File: src/rtl/joystick_menu_navigator_assert.svh
// Assertion macros for the joystick menu navigator.
// Needs a clock named clk and a synchronous reset named rst in the including scope.
`ifndef JOYSTICK_MENU_NAVIGATOR_ASSERT_SVH
`define JOYSTICK_MENU_NAVIGATOR_ASSERT_SVH

// Same-cycle implication, checked outside reset.
`define JMN_ASSERT_IMP(lbl, ante, cons) \
  lbl: assert property (@(posedge clk) disable iff (rst) (ante) |-> (cons)) \
    else $error("jmn assertion failed");

// Next-cycle implication, checked outside reset.
`define JMN_ASSERT_NXT(lbl, ante, cons) \
  lbl: assert property (@(posedge clk) disable iff (rst) (ante) |=> (cons)) \
    else $error("jmn assertion failed");

`endif

File: src/rtl/jmn_pkg.sv
// Shared types and constants for the joystick menu navigator.
// No dependencies.
package jmn_pkg;

  localparam int unsigned SEL_W   = 5;
  localparam int unsigned COUNT_W = 6;
  localparam int unsigned AXIS_W  = 8;
  // hard ceiling on the list length, set by the 5-bit index
  localparam int unsigned LIST_CEIL = 32;

  localparam logic signed [AXIS_W-1:0] AXIS_UP_LIMIT   = -8'sd64;
  localparam logic signed [AXIS_W-1:0] AXIS_DOWN_LIMIT = 8'sd64;

  typedef struct packed {
    logic [SEL_W-1:0] selected_index;
    logic [SEL_W-1:0] window_top;
    logic             more_above;
    logic             more_below;
    logic             launch;
    logic             moved;
  } result_t;

endpackage

File: src/rtl/joystick_menu_navigator.sv
// Joystick menu navigator: selection and scroll window control, one poll per transaction.
// The input passes through the stage register, then the result register, before the result is valid.
// Throughput: one poll per cycle while out_ready holds; while a result waits the stage register takes one more poll.
// Reset (rst, synchronous) clears item count, previous axis/button, selection and window top.
// Depends on jmn_pkg and joystick_menu_navigator_assert.svh.
module joystick_menu_navigator #(
  parameter int unsigned WINDOW_ROWS = 8,
  parameter int unsigned MAX_ITEMS   = 32
) (
  input  logic                              clk,
  input  logic                              rst,
  input  logic                              cfg_valid,
  output logic                              cfg_ready,
  input  logic [jmn_pkg::COUNT_W-1:0]       item_count,
  input  logic                              in_valid,
  output logic                              in_ready,
  input  logic signed [jmn_pkg::AXIS_W-1:0] axis_y,
  input  logic                              button_one,
  input  logic                              read_error,
  output logic                              out_valid,
  input  logic                              out_ready,
  output logic [jmn_pkg::SEL_W-1:0]         selected_index,
  output logic [jmn_pkg::SEL_W-1:0]         window_top,
  output logic                              more_above,
  output logic                              more_below,
  output logic                              launch,
  output logic                              moved
);

  localparam int unsigned LIMIT =
    (MAX_ITEMS < jmn_pkg::LIST_CEIL) ? MAX_ITEMS : jmn_pkg::LIST_CEIL;
  localparam logic [jmn_pkg::COUNT_W-1:0] LIMIT_C = jmn_pkg::COUNT_W'(LIMIT);
  localparam logic signed [8:0] VR_S = 9'(WINDOW_ROWS);

  // configuration
  logic [jmn_pkg::COUNT_W-1:0] list_count;

  // input stage
  logic                              stg_valid;
  logic signed [jmn_pkg::AXIS_W-1:0] stg_axis;
  logic                              stg_button;
  logic                              stg_error;

  // navigation state
  logic signed [jmn_pkg::AXIS_W-1:0] prev_axis;
  logic                              prev_button;
  logic [jmn_pkg::SEL_W-1:0]         selection;
  logic [jmn_pkg::SEL_W-1:0]         top_row;

  jmn_pkg::result_t res;
  jmn_pkg::result_t res_next;

  logic [jmn_pkg::SEL_W-1:0] selection_next;
  logic [jmn_pkg::SEL_W-1:0] top_row_next;

  logic                          advance;
  logic                          process;
  logic [jmn_pkg::COUNT_W-1:0]   n_eff;
  logic                          go_up;
  logic                          go_down;
  logic                          do_up;
  logic                          do_down;
  logic                          press;

  // window fit arithmetic
  logic signed [8:0] sel_s;
  logic signed [8:0] top_s;
  logic signed [8:0] n_s;
  logic signed [8:0] cap0;
  logic signed [8:0] last0;
  logic signed [8:0] lo;
  logic signed [8:0] t1;
  logic signed [8:0] t2;
  logic signed [8:0] tn;
  logic signed [8:0] edge_row;
  logic signed [8:0] out_top_s;
  logic signed [8:0] out_cap;
  logic              td0;
  logic              bd0;
  logic              out_td;

  assign cfg_ready = 1'b1;
  assign advance   = !out_valid || out_ready;
  assign process   = stg_valid && advance;
  assign in_ready  = !stg_valid || advance;

  assign n_eff = (list_count > LIMIT_C) ? LIMIT_C : list_count;

  always_comb begin
    go_up   = (stg_axis < jmn_pkg::AXIS_UP_LIMIT) && !(prev_axis < jmn_pkg::AXIS_UP_LIMIT);
    go_down = (stg_axis > jmn_pkg::AXIS_DOWN_LIMIT)
              && !(prev_axis > jmn_pkg::AXIS_DOWN_LIMIT);
    press   = stg_button && !prev_button;
    do_up   = !stg_error && go_up && (selection != '0);
    do_down = !stg_error && go_down
              && ((jmn_pkg::COUNT_W'(selection) + 6'd1) < n_eff);

    selection_next = selection;
    if (do_up) begin
      selection_next = selection - 5'd1;
    end else if (do_down) begin
      selection_next = selection + 5'd1;
    end

    // Smallest top at or after the current one whose window holds the selection, or the
    // selection itself if it lies above; the last shown row rises monotonically with the top.
    sel_s = $signed({4'b0000, selection_next});
    top_s = $signed({4'b0000, top_row});
    n_s   = $signed({3'b000, n_eff});
    td0   = (top_row != '0);
    cap0  = VR_S - $signed({8'b0, td0});
    bd0   = (top_s + cap0) < n_s;
    last0 = top_s + cap0 - $signed({8'b0, bd0}) - 9'sd1;
    lo    = top_s + 9'sd1;
    edge_row = n_s - VR_S + 9'sd1;

    // bottom ellipsis still present at the candidate top
    t2 = sel_s - VR_S + 9'sd3;
    if (t2 < lo) t2 = lo;
    // bottom ellipsis gone at the candidate top
    t1 = sel_s - VR_S + 9'sd2;
    if (t1 < edge_row) t1 = edge_row;
    if (t1 < lo) t1 = lo;

    if (sel_s <= last0) begin
      tn = top_s;
    end else if (t2 < edge_row) begin
      tn = t2;
    end else begin
      tn = t1;
    end
    if (sel_s < tn) tn = sel_s;

    top_row_next = (do_up || do_down) ? tn[jmn_pkg::SEL_W-1:0] : top_row;

    out_top_s = $signed({4'b0000, top_row_next});
    out_td    = (top_row_next != '0);
    out_cap   = VR_S - $signed({8'b0, out_td});

    res_next.selected_index = selection_next;
    res_next.window_top     = top_row_next;
    res_next.more_above     = (n_eff != '0) && out_td;
    res_next.more_below     = (n_eff != '0) && ((out_top_s + out_cap) < n_s);
    res_next.launch         = !stg_error && press && (n_eff != '0);
    res_next.moved          = do_up || do_down;
  end

  always_ff @(posedge clk) begin
    if (rst) begin
      list_count  <= '0;
      stg_valid   <= 1'b0;
      out_valid   <= 1'b0;
      prev_axis   <= '0;
      prev_button <= 1'b0;
      selection   <= '0;
      top_row     <= '0;
    end else begin
      if (cfg_valid && cfg_ready) begin
        list_count <= item_count;
      end
      if (in_ready) begin
        stg_valid <= in_valid;
      end
      if (advance) begin
        out_valid <= stg_valid;
      end
      if (process) begin
        if (stg_error) begin
          prev_axis   <= '0;
          prev_button <= 1'b0;
        end else begin
          prev_axis   <= stg_axis;
          prev_button <= stg_button;
        end
        selection <= selection_next;
        top_row   <= top_row_next;
      end
    end
  end

  // payload registers, no reset
  always_ff @(posedge clk) begin
    if (in_valid && in_ready) begin
      stg_axis   <= axis_y;
      stg_button <= button_one;
      stg_error  <= read_error;
    end
    if (process) begin
      res <= res_next;
    end
  end

  assign selected_index = res.selected_index;
  assign window_top     = res.window_top;
  assign more_above     = res.more_above;
  assign more_below     = res.more_below;
  assign launch         = res.launch;
  assign moved          = res.moved;

`include "joystick_menu_navigator_assert.svh"

  // the window never starts below the highlighted entry
  `JMN_ASSERT_IMP(a_top_not_past_sel, out_valid, window_top <= selected_index)
  `JMN_ASSERT_IMP(a_no_above_at_zero, out_valid && (window_top == '0), !more_above)
  `JMN_ASSERT_IMP(a_no_launch_empty, process && (n_eff == '0), !res_next.launch)
  // a stalled result with a full stage holds the input side off
  `JMN_ASSERT_NXT(a_stall_holds, stg_valid && out_valid && !out_ready, stg_valid && out_valid)

endmodule
File: config.mk
export PLATFORM = sky130hd
export DESIGN_NAME = joystick_menu_navigator
export DESIGN_NICKNAME = d
export VERILOG_FILES = /design/src/rtl/jmn_pkg.sv /design/src/rtl/joystick_menu_navigator.sv
export VERILOG_INCLUDE_DIRS = /design/src /design/src/rtl
export SDC_FILE = /design/constraint.sdc
export NUM_CORES = 1
export LEC_CHECK = 0
export BUFFER_PORTS_ARGS = -buffer_cell sky130_fd_sc_hd__buf_2
export CAP_MARGIN = 20
export CORE_UTILIZATION = 60
export DETAILED_ROUTE_END_ITERATION = 8
export HOLD_SLACK_MARGIN = 0.02
export PLACE_DENSITY = 0.91
export SYNTH_ARGS = -nofsm -noshare
export SYNTH_HDL_FRONTEND = slang
export SYNTH_SLANG_ARGS = --single-unit
File: constraint.sdc
create_clock -name clk -period 15 [get_ports clk]
set_input_delay 0 -clock clk [delete_from_list [all_inputs] [get_ports clk]]
set_output_delay 0 -clock clk [all_outputs]
set_load 0.005 [all_outputs]
# Word level (Yosys, flattened, before mapping)
# Cells that the tools add are included.
op_classes:
  addsub: 15
  magnitude_cmp: 14
  mux: 12
  n_reduce_logical: 26
ops:
  columns: ["operator", "n"]
  rows:
  - ["2-to-1 mux 9 bit", 5]
  - ["2-to-1 mux 5 bit", 4]
  - ["< comparator 9 x 7 -> 1 bit", 2]
  - ["greater-than comparator 8 bit (second input constant)", 2]
  - ["< comparator 8 x 7 -> 1 bit (second input constant)", 2]
  - ["nonzero test 5 bit", 3]
  - ["adder 6 x 3 -> 7 bit (second input constant)", 2]
  - ["adder 6 x 5 -> 7 bit", 2]
  - ["< comparator 7 bit", 2]
  - ["logical AND 1 bit", 13]
  - ["adder 5 x 1 -> 6 bit (second input constant)", 2]
  - ["subtractor 4 x 1 -> 5 bit (first input constant)", 2]
  - ["<= comparator 6 x 9 -> 1 bit", 1]
  - ["< comparator 6 x 9 -> 1 bit", 1]
  - ["< comparator 9 x 8 -> 1 bit", 1]
  - ["subtractor 8 x 2 -> 9 bit (second input constant)", 1]
  - ["adder 7 x 2 -> 8 bit (second input constant)", 1]
  - ["< comparator 7 x 8 -> 1 bit", 1]
  - ["2-to-1 mux 8 bit", 1]
  - ["subtractor 7 x 2 -> 8 bit", 1]
  - ["subtractor 6 x 4 -> 7 bit (second input constant)", 1]
  - ["greater-than comparator 6 bit (second input constant)", 1]
  - ["zero test 1 bit", 6]
  - ["< comparator 6 bit", 1]
  - ["7 further kinds", 9]
totals:
  elab_cells: 83
  register_bits: 51
  out_inout_bits: 17
  in_bits: 21

# Logic depth before layout (Yosys ltp)
# Gate-level depths: netlist (run 1).
logic_depth:
  word_depth: 23
  depth_mapped: 55
  mapped_depth_nobuf: 53

# Worst setup path before layout (run 1)
# Ideal clock, no wire load.
synth_timing:
  kind: "reg2reg"
  startpoint: "reg selection[0] in the netlist's numbering"
  endpoint: "reg res (netlist bit more_below), data pin"
  setup_time_ns: 0.207
  period_less_slack_ns: 10.666
  stages_incl_launch_ff: 52
  path_buffers: 4
  t_required_ns: 14.793
  slack_ns: 4.334
  arrival_time_ns: 10.458
  cell_sequence: "dfxtp_1 -> clkbuf_1 -> inv_1 -> ha_1 -> ha_1 -> nor2_1 -> a311o_1 -> nand4_4 -> mux2i_2 -> inv_2 -> ha_1 -> a41o_1 -> and3_2 -> nor2_1 -> ha_1 -> nor2b_1 -> o21ai_0 -> nand2b_1 -> (+16 left out) -> a21o_1 -> a21o_1 -> a21oi_1 -> o21ai_1 -> o41a_2 -> and4b_1 -> a211oi_2 -> nor2_2 -> nand4_1 -> ha_1 -> a21o_1 -> a21o_1 -> a21oi_1 -> nor2_1 -> ha_1 -> nand3_1 -> nor2_1 -> a2111oi_0"
synth_rtl:
  columns: ["item", "line", "rtl"]
  rows:
  - ["start, declared", "joystick_menu_navigator.sv:47", "logic [jmn_pkg::SEL_W-1:0] selection;"]
  - ["start signal, assigned", "joystick_menu_navigator.sv:175", "selection <= selection_next;"]
  - ["end signal, assigned", "joystick_menu_navigator.sv:189", "res <= res_next;"]
  - ["end, declared", "joystick_menu_navigator.sv:50", "jmn_pkg::result_t res;"]

==> flow_summary.yaml, run 1 <==
power_and_ir_drop:
  netSwitchingFraction: 0.435
  power.density_mw_per_mm2: 123
  power.static_leakage_nw: 2.37
  clkPwrFrac: 0.169
  seq_power_share: 0.236
  vdd_drop_max_v: 0.0000687
  switchingPower_mw: 0.305
  p_int_mw: 0.396
  power_frac_comb: 0.595
logic_synthesis:
  yosysSeqAreaShare: 0.246
  synth_area_mm2: 0.00512
  avgSynthCellArea_um2: 8.67
  synth_cell_types: 89
  synthCells: 591
  yosys_warnings: 0
  synthesis.nets: 685
  synthFlopType: "dfxtp_1"
  synth-seq-cells: 51
  synthArstFlopShare: 0
  synth_edf_count: 24
layout:
  diodes: 0
  layout-drive-gt1-share: 0.131
  fin_util: 0.692
  syn2layout_area_growth_pct: 11.6
  layout.cells.non_filler: 741
  nNetsFinal: 729
  nFillCells: 631
timing:
  slew_viol_final: 0
  holdWs_ns: 0.0783
  setup_viol: 0
  rsz0062_at_grt: "no"
  min_period_over_period: 0.866
  finClkSkew_ns: 0.00818
  tightestPinTransition_ns: 1.18
  hold_viol: 0
  fin_crit_ns: 12.99
  fmaxAchievable_mhz: 77.0
  relSlewSlack: 0.207
  tns_ns: 0
worst_setup_path:
  worstPathRequired_ns: 15.08
  worst_r2r_path_depth: 51
  r2r_start: "selection[0]$_SDFFE_PP0P_"
  worst_r2r_endpoint: "more_below$_DFFE_PP_"
  cp-end-kind: "flop"
  slowest_stage: "o21ai_0"
  r2r_slack_ns: 2.01
  max_stage_delay_ns: 0.96
  crit_type: "flop to flop"
  cp.arrival_ns: 13.08
  worstSetupStartpointType: "flop"
  path_max_fanout: 13
  critPathMostFrequentCell: "ha_1"
place:
  hpwl_um: 10500
  port_buffers: 36
  gp_congestion: 1.02
  dp_cells: 714
die:
  die_x_um: 94.4
  die-area_mm2: 0.00891
  start_util: 0.620
  die_h_um: 94.4
  num_rows: 33
  fp.coreArea_mm2: 0.00826
  boundaryPins: 38
detailed_routing:
  remaining_drc_errors: 0
  wl_per_cell_um: 19.4
  vias: 4873
  drt-total-wl_um: 14400
  drt-initial-drc-count: 377
  avgViaCountPerCell: 6.58
  dr.pass1.iters: 5
  postRouteAntennaNets: 0
grt:
  grt_pass1_vias: 4714
  grt_usage: 0.335
  antenna_found_initial: 0
  grt_remaining_overflow: 0
  grt_pass1_wl_um: 23100
  grt_max_degree: 36
run:
  cap_violations: 0
clock_network:
  hold_buffers: 18
  cts.sinks: 51
  cts_tree: "built"
  root_buffer: "clkbuf_8"
  cts_buffer_depth: 2
  ctsResizeCount: 0
  cts_setup_buffers: 0
  clkTransAtPathRegs_ns: 0.10
  cts_made_buffers: 5
  htreeDepth: 2
  clk_latency_ns: 0.31
worst_hold_path:
  min_path_type: "input pin to flop"
  min_path_cells: 3
  min_from: "cfg_valid"
  min_to: "list_count[0]$_SDFFE_PP0P_"
status:
  status: "finished clean"
worst max-delay path, delay by kind of cell, from the launching register on:
kind	cells	cell delay [ns]
adder cells (fa/ha/maj)	9	2.75
AND/OR/NAND/NOR	16	2.37
flip-flops	1	0.63
XOR/XNOR	1	0.15
AO/OA/AOI/OAI	22	6.28
buffers and inverters	3	0.59
worst max-delay path by stage:
| stage | cells past startpoint | slack (ns) | endpoint | from |
|---|---|---|---|---|
| finish | 51 | 2.01 | more_below$_DFFE_PP_ | selection[0]$_SDFFE_PP0P_ |
| floorplan | 51 | 4.33 | more_below$_DFFE_PP_ | selection[0]$_SDFFE_PP0P_ |
| CTS | 51 | 2.41 | more_below$_DFFE_PP_ | selection[0]$_SDFFE_PP0P_ |
| detailed placement | 51 | 2.39 | more_below$_DFFE_PP_ | selection[0]$_SDFFE_PP0P_ |
| global placement | 51 | 2.97 | more_below$_DFFE_PP_ | selection[0]$_SDFFE_PP0P_ |
| global route | 51 | 1.27 | more_below$_DFFE_PP_ | selection[0]$_SDFFE_PP0P_ |
final cells by class:
cell class,instances,area (um^2),share of cell area
repair buffers,59,418,0.0731
flip-flops and latches,51,1260,0.221
clock inverters,3,71.3,0.0125
inverters,42,158,0.0276
well taps,105,131,0.0230
multi-input cells,476,3610,0.631
clock buffers,5,68.8,0.0120
state kept, by name (all words and copies together) (netlist names), 5 cells and up:
name and flops:
top_row 5, window_top 5, list_count 6, prev_axis 8, selected_index 5, stg_axis 8, selection 5
synthesized netlist by cell type (10+ instances only):
cell	instances	area [um^2]
ha_1	73	913
nor2_1	59	221
nand2_1	47	176
inv_1	39	146
a21oi_1	35	175
dfxtp_1	27	541
edfxtp_1	24	721
o21ai_0	21	105
clkbuf_1	18	67.6
nand3_1	18	90.1
xnor2_1	17	149
a211oi_1	13	97.6
mux2i_1	11	110
nand2b_1	11	68.8
nand4_1	10	62.6
nor2b_1	10	62.6
xor2_1	10	87.6
layout by cell type (no fill, tap or decap), types with 6 or more instances in the layout:
master and instances:
nor2b_1 10, a21o_1 8, nor3_1 8, nand2_1 47, nand2b_1 11, nor2_1 59
o21ai_0 21, mux2i_1 11, nand3b_1 9, nand4_1 10, and2_1 7, inv_1 39
xor2_1 10, a21oi_1 35, nand3_1 18, dlygate4sd3_1 18, nor4_1 6, xnor2_1 17
edfxtp_1 24, ha_1 73, buf_2 36, dfxtp_1 27, a211oi_1 13
per-layer routing:
metal / vias to the layer above / part of all wire / global-route usage
met4: 0 / 0.041 / 0.131
met3: 53 / 0.081 / 0.0427
met5: - / 0 / 0
li1: 2289 / - / -
met1: 2285 / 0.41 / 0.427
met2: 246 / 0.47 / 0.574
cell families after synthesis:
group	after synthesis	synth area share
buffers and inverters	64	0.0494
XOR/XNOR	27	0.0462
adder cells (fa/ha/maj)	73	0.178
other	1	0.000732
AO/OA/AOI/OAI	148	0.229
flip-flops	51	0.246
multiplexers	14	0.0293
AND/OR/NAND/NOR	213	0.221
metrics by stage:
| stage | power (mW) | cell area [um^2] | setup slack, ns |
|---|---|---|---|
| after floorplan | 0.469 | 5120 | 4.33 |
| final | 0.700 | 5720 | 2.01 |
| after CTS | 0.688 | 5690 | 2.41 |
| after global placement | 0.540 | 5370 | 2.97 |
| after detailed placement | 0.563 | 5370 | 2.39 |
| after global routing | 0.742 | 5720 | 1.27 |
power groups by stage:
| stage | clock network [mW] | logic [mW] | registers, mW |
|---|---|---|---|
| after floorplan | 0 | 0.304 | 0.165 |
| after global placement | 0 | 0.373 | 0.167 |
| after detailed placement | 0 | 0.395 | 0.168 |
| after CTS | 0.118 | 0.406 | 0.165 |
| after global routing | 0.123 | 0.453 | 0.167 |
| final | 0.118 | 0.417 | 0.165 |
Power figures use the tool's default switching activity.
==> inputs of run 2 (changes only) <==
Settings changed: PLACE_DENSITY 0.91 to 0.89, REMOVE_ABC_BUFFERS set to 1.
==> run 2 against run 1 <==
Against the previous run:
- first-iteration DRC count decreased by 2.9%
- via count is 0.27% higher
- final cell count unchanged
- hold slack worse by 0.0048 ns
- non-clock buffer count is the same
- die area unchanged
- sequential share of layout area is the same
- utilization unchanged
- global-route usage fell by 0.55 points
- register-to-register slack better by 0.23 ns
- maximum frequency grew 1.8%
- setup slack gained 0.23 ns
- largest cell class unchanged
==> flow_summary.yaml, run 2 (same netlist as run 1, synthesis figures left out) <==
worst_setup_path:
  worst_r2r_path_depth: 49
  slowest_stage: "o21ai_0"
  worst_r2r_endpoint: "more_below$_DFFE_PP_"
  r2r_slack_ns: 2.24
  worstPathRequired_ns: 15.10
  max_stage_delay_ns: 0.76
  worstSetupStartpointType: "flop"
  cp-end-kind: "flop"
  r2r_start: "selection[0]$_SDFFE_PP0P_"
  cp.arrival_ns: 12.86
  critPathMostFrequentCell: "ha_1"
  crit_type: "flop to flop"
  path_max_fanout: 13
detailed_routing:
  dr.pass1.iters: 5
  postRouteAntennaNets: 0
  wl_per_cell_um: 19.2
  remaining_drc_errors: 0
  drt-total-wl_um: 14300
  vias: 4886
  drt-initial-drc-count: 366
  avgViaCountPerCell: 6.59
grt:
  antenna_found_initial: 0
  grt_max_degree: 36
  grt_usage: 0.330
  grt_remaining_overflow: 0
  grt_pass1_vias: 4750
  grt_pass1_wl_um: 22900
layout:
  diodes: 0
  layout-drive-gt1-share: 0.131
  final_cell_mix: "ha_1, nor2_1, nand2_1"
  syn2layout_area_growth_pct: 11.6
  final_common_cell: "ha_1"
  reg_top3: "prev_axis (8), stg_axis (8), list_count (6)"
  layout.cells.non_filler: 741
  nNetsFinal: 729
timing:
  tightestPinTransition_ns: 0.905
  hold_viol: 0
  min_period_over_period: 0.851
  fin_crit_ns: 12.76
  fmaxAchievable_mhz: 78.3
  slew_viol_final: 0
  timing.final.ws_setup_ns: 2.24
  relSlewSlack: 0.391
  tns_ns: 0
  finClkSkew_ns: 0.00568
  setup_viol: 0
  rsz0062_at_grt: "no"
clock_network:
  htreeDepth: 2
  cts.sinks: 51
  cts_tree: "built"
  root_buffer: "clkbuf_8"
  clk_latency_ns: 0.31
  clkTransAtPathRegs_ns: 0.10
  cts_buffer_depth: 2
  cts_made_buffers: 5
die:
  die_x_um: 94.4
  boundaryPins: 38
  fp.coreArea_mm2: 0.00826
  start_util: 0.620
  num_rows: 33
  die-area_mm2: 0.00891
  die_h_um: 94.4
power_and_ir_drop:
  power.static_leakage_nw: 2.37
  vdd_drop_max_v: 0.0000649
  power.density_mw_per_mm2: 121
worst_hold_path:
  min_path_type: "input pin to flop"
  min_from: "cfg_valid"
  min_path_cells: 3
  min_to: "list_count[5]$_SDFFE_PP0P_"
place:
  gp_congestion: 1.01
  pre_cts_slack_ns: 2.66
  port_buffers: 36
  hpwl_um: 10600
  dp_cells: 714
run:
  cap_violations: 0
status:
  status: "finished clean"
run 2: cell counts in the layout (fill, tap and decap cells not counted):
Identical to the previous run, type by type.
run 2: layer usage:
metal  wire length, um  track usage
met5                 0            0
met1              5950        0.408
met4               436        0.124
met2              6770        0.562
met3              1100       0.0660
run 2: how the worst max path moves through the flow:
stage,start,to,slack (ns),cells after the start
finish,selection[0]$_SDFFE_PP0P_,more_below$_DFFE_PP_,2.24,49
global route,selection[0]$_SDFFE_PP0P_,more_below$_DFFE_PP_,1.70,51
CTS,selection[0]$_SDFFE_PP0P_,more_below$_DFFE_PP_,2.60,49
detailed placement,selection[0]$_SDFFE_PP0P_,more_below$_DFFE_PP_,2.66,49
global placement,selection[0]$_SDFFE_PP0P_,more_below$_DFFE_PP_,3.00,49
floorplan,selection[0]$_SDFFE_PP0P_,more_below$_DFFE_PP_,4.45,51
run 2: area by class of cell:
| class | instances | area [um^2] |
|---|---|---|
| fillers | 670 | 2540 |
| well taps | 105 | 131 |
| clock buffers | 5 | 68.8 |
| clock inverters | 3 | 71.3 |
| inverters | 42 | 158 |
| multi-input cells | 476 | 3610 |
| flip-flops and latches | 51 | 1260 |
| repair buffers | 59 | 418 |
run 2: critical path: cells and delay by family (launching register included):
family                   cells  cell delay (ns)
adder cells (fa/ha/maj)      9             2.82
multiplexers                 1             0.32
flip-flops                   1             0.62
AO/OA/AOI/OAI               21             5.97
buffers and inverters        4             0.78
AND/OR/NAND/NOR             14             2.05
run 2: timing repair:
action / CTS / global route
setup endpoints to repair: 0 / 0
gates resized for setup: 0 / 0
buffers inserted: 0 / 0
hold buffers: 18 / 0
hold endpoints to repair: 18 / 0
run 2: per-stage QoR:
step	hold WS (ns)	power (mW)	util	area (um^2)
floorplan	0.0691	0.464	-	5030
global placement	0.177	0.539	0.650	5370
detailed placement	0.179	0.563	0.650	5370
CTS	0.0697	0.685	0.689	5690
global route	0.0832	0.739	0.692	5720
finish	0.0736	0.694	0.692	5720
run 2: power by group:
part / switching, mW / leakage [nW] / total (mW) / internal (mW)
sequential: 0.00856 / 0.453 / 0.165 / 0.157
combinational: 0.242 / 1.84 / 0.412 / 0.170
clock: 0.0494 / 0.0703 / 0.117 / 0.0677
==> inputs of run 3 (changes only) <==
Settings changed: PLACE_DENSITY 0.89 to 0.9.
==> run 3 against run 2 <==
Against the previous run:
- sequential cell count is the same
- critical path depth is the same
- sequential share of layout area grew 0.19 points
- critical path type unchanged
- critical endpoint unchanged
- highest routed layer unchanged
==> flow_summary.yaml, run 3 (same netlist as run 1, synthesis figures left out) <==
worst_setup_path:
  max_stage_delay_ns: 0.77
  critPathMostFrequentCell: "ha_1"
  cp.arrival_ns: 12.74
  slowest_stage: "o21ai_0"
  crit_type: "flop to flop"
  cp-end-kind: "flop"
  worstSetupStartpointType: "flop"
  r2r_slack_ns: 2.36
  path_max_fanout: 13
  worstPathRequired_ns: 15.09
timing:
  tightestPinTransition_ns: 0.914
  holdWs_ns: 0.0827
  fin_crit_ns: 12.64
  relSlewSlack: 0.384
  slew_viol_final: 0
  finClkSkew_ns: 0.00961
  min_period_over_period: 0.843
  hold_viol: 0
  rsz0062_at_grt: "no"
  setup_viol: 0
  fmaxAchievable_mhz: 79.1
  tns_ns: 0
die:
  die_h_um: 94.4
  start_util: 0.620
  boundaryPins: 38
  fp.coreArea_mm2: 0.00826
  die-area_mm2: 0.00891
  die_x_um: 94.4
  num_rows: 33
power_and_ir_drop:
  vdd_drop_max_v: 0.0000820
  power.total_mw: 0.671
  power.static_leakage_nw: 2.35
  power.density_mw_per_mm2: 118
grt:
  antenna_found_initial: 0
  grt_max_degree: 36
  grt_remaining_overflow: 0
  grt_pass1_vias: 4600
  grt_pass1_wl_um: 22500
  use_met3: 0.0668
  grt_usage: 0.326
  grt_use_met2: 0.542
  grt_busiest_layer: "met2"
  use_met1: 0.420
layout:
  reg_top3: "prev_axis (8), stg_axis (8), list_count (6)"
  fin_util: 0.686
  final_cell_mix: "ha_1, nor2_1, nand2_1"
  layout-drive-gt1-share: 0.129
  nFillCells: 670
  nNetsFinal: 728
  syn2layout_area_growth_pct: 10.7
  finalInstanceArea_mm2: 0.00567
  diodes: 0
  final_common_cell: "ha_1"
clock_network:
  root_buffer: "clkbuf_8"
  htreeDepth: 2
  cts_made_buffers: 5
  clkTransAtPathRegs_ns: 0.10
  cts_tree: "built"
  clk_latency_ns: 0.31
  ctsResizeCount: 0
  cts.sinks: 51
  cts_buffer_depth: 2
place:
  place_area_mm2: 0.00536
  gp_congestion: 1.02
  port_buffers: 36
  hpwl_um: 10400
run:
  cap_violations: 0
detailed_routing:
  avgViaCountPerCell: 6.40
  drt-total-wl_um: 13700
  vias: 4737
  remaining_drc_errors: 0
  postRouteAntennaNets: 0
  drt-initial-drc-count: 357
  dr.pass1.iters: 5
  wl_per_cell_um: 18.5
status:
  status: "finished clean"
worst_hold_path:
  min_path_type: "input pin to flop"
run 3: timing repair:
action	CTS	global route
endpoints found under the hold margin	18	0
buffers inserted	0	0
hold buffers	18	0
run 3: final timing paths:
kind / from / endpoint / depth (start not counted)
max reg2reg: selection[0]$_SDFFE_PP0P_ / more_below$_DFFE_PP_ / 49
min: cfg_valid / list_count[1]$_SDFFE_PP0P_ / 3
min reg2reg: prev_axis[5]$_SDFFE_PP0P_ / prev_axis[5]$_SDFFE_PP0P_ / 2
max: selection[0]$_SDFFE_PP0P_ / more_below$_DFFE_PP_ / 49
run 3: cell type report:
type | instances | area, um^2 | share of cell area
clock buffer | 5 | 68.8 | 0.0121
sequential | 51 | 1260 | 0.223
tap | 105 | 131 | 0.0232
clock inverter | 3 | 43.8 | 0.00773
timing repair buffer | 58 | 398 | 0.0702
multi-input combinational | 476 | 3610 | 0.636
inverter | 42 | 158 | 0.0278
run 3: worst max-delay path, delay by kind of cell (launching register included):
family	cells	cell delay (ns)
buffers and inverters	4	0.78
adder cells (fa/ha/maj)	9	2.78
flip-flops	1	0.62
multiplexers	1	0.32
AND/OR/NAND/NOR	14	2.08
AO/OA/AOI/OAI	21	5.84
run 3: stage by stage:
stage	cells	worst slack, ns
2_1_floorplan	569	4.45
3_3_place_gp	713	3.07
3_5_place_dp	713	2.71
4_1_cts	739	2.60
5_1_grt	740	1.47
6_report	740	2.36
run 3: layer usage:
| metal | share of wire | wire (um) | up-vias |
|---|---|---|---|
| met5 | 0 | 0 | - |
| met4 | 0.025 | 342 | 0 |
| met3 | 0.083 | 1130 | 34 |
| met2 | 0.46 | 6370 | 236 |
| met1 | 0.43 | 5870 | 2196 |
| li1 | - | - | 2271 |
run 3: power by group:
group	total [mW]	switching [mW]	leakage [nW]	internal [mW]
Sequential	0.165	0.00814	0.453	0.157
Combinational	0.409	0.239	1.84	0.170
Clock	0.0971	0.0474	0.0581	0.0497
Total	0.671	0.295	2.35	0.376
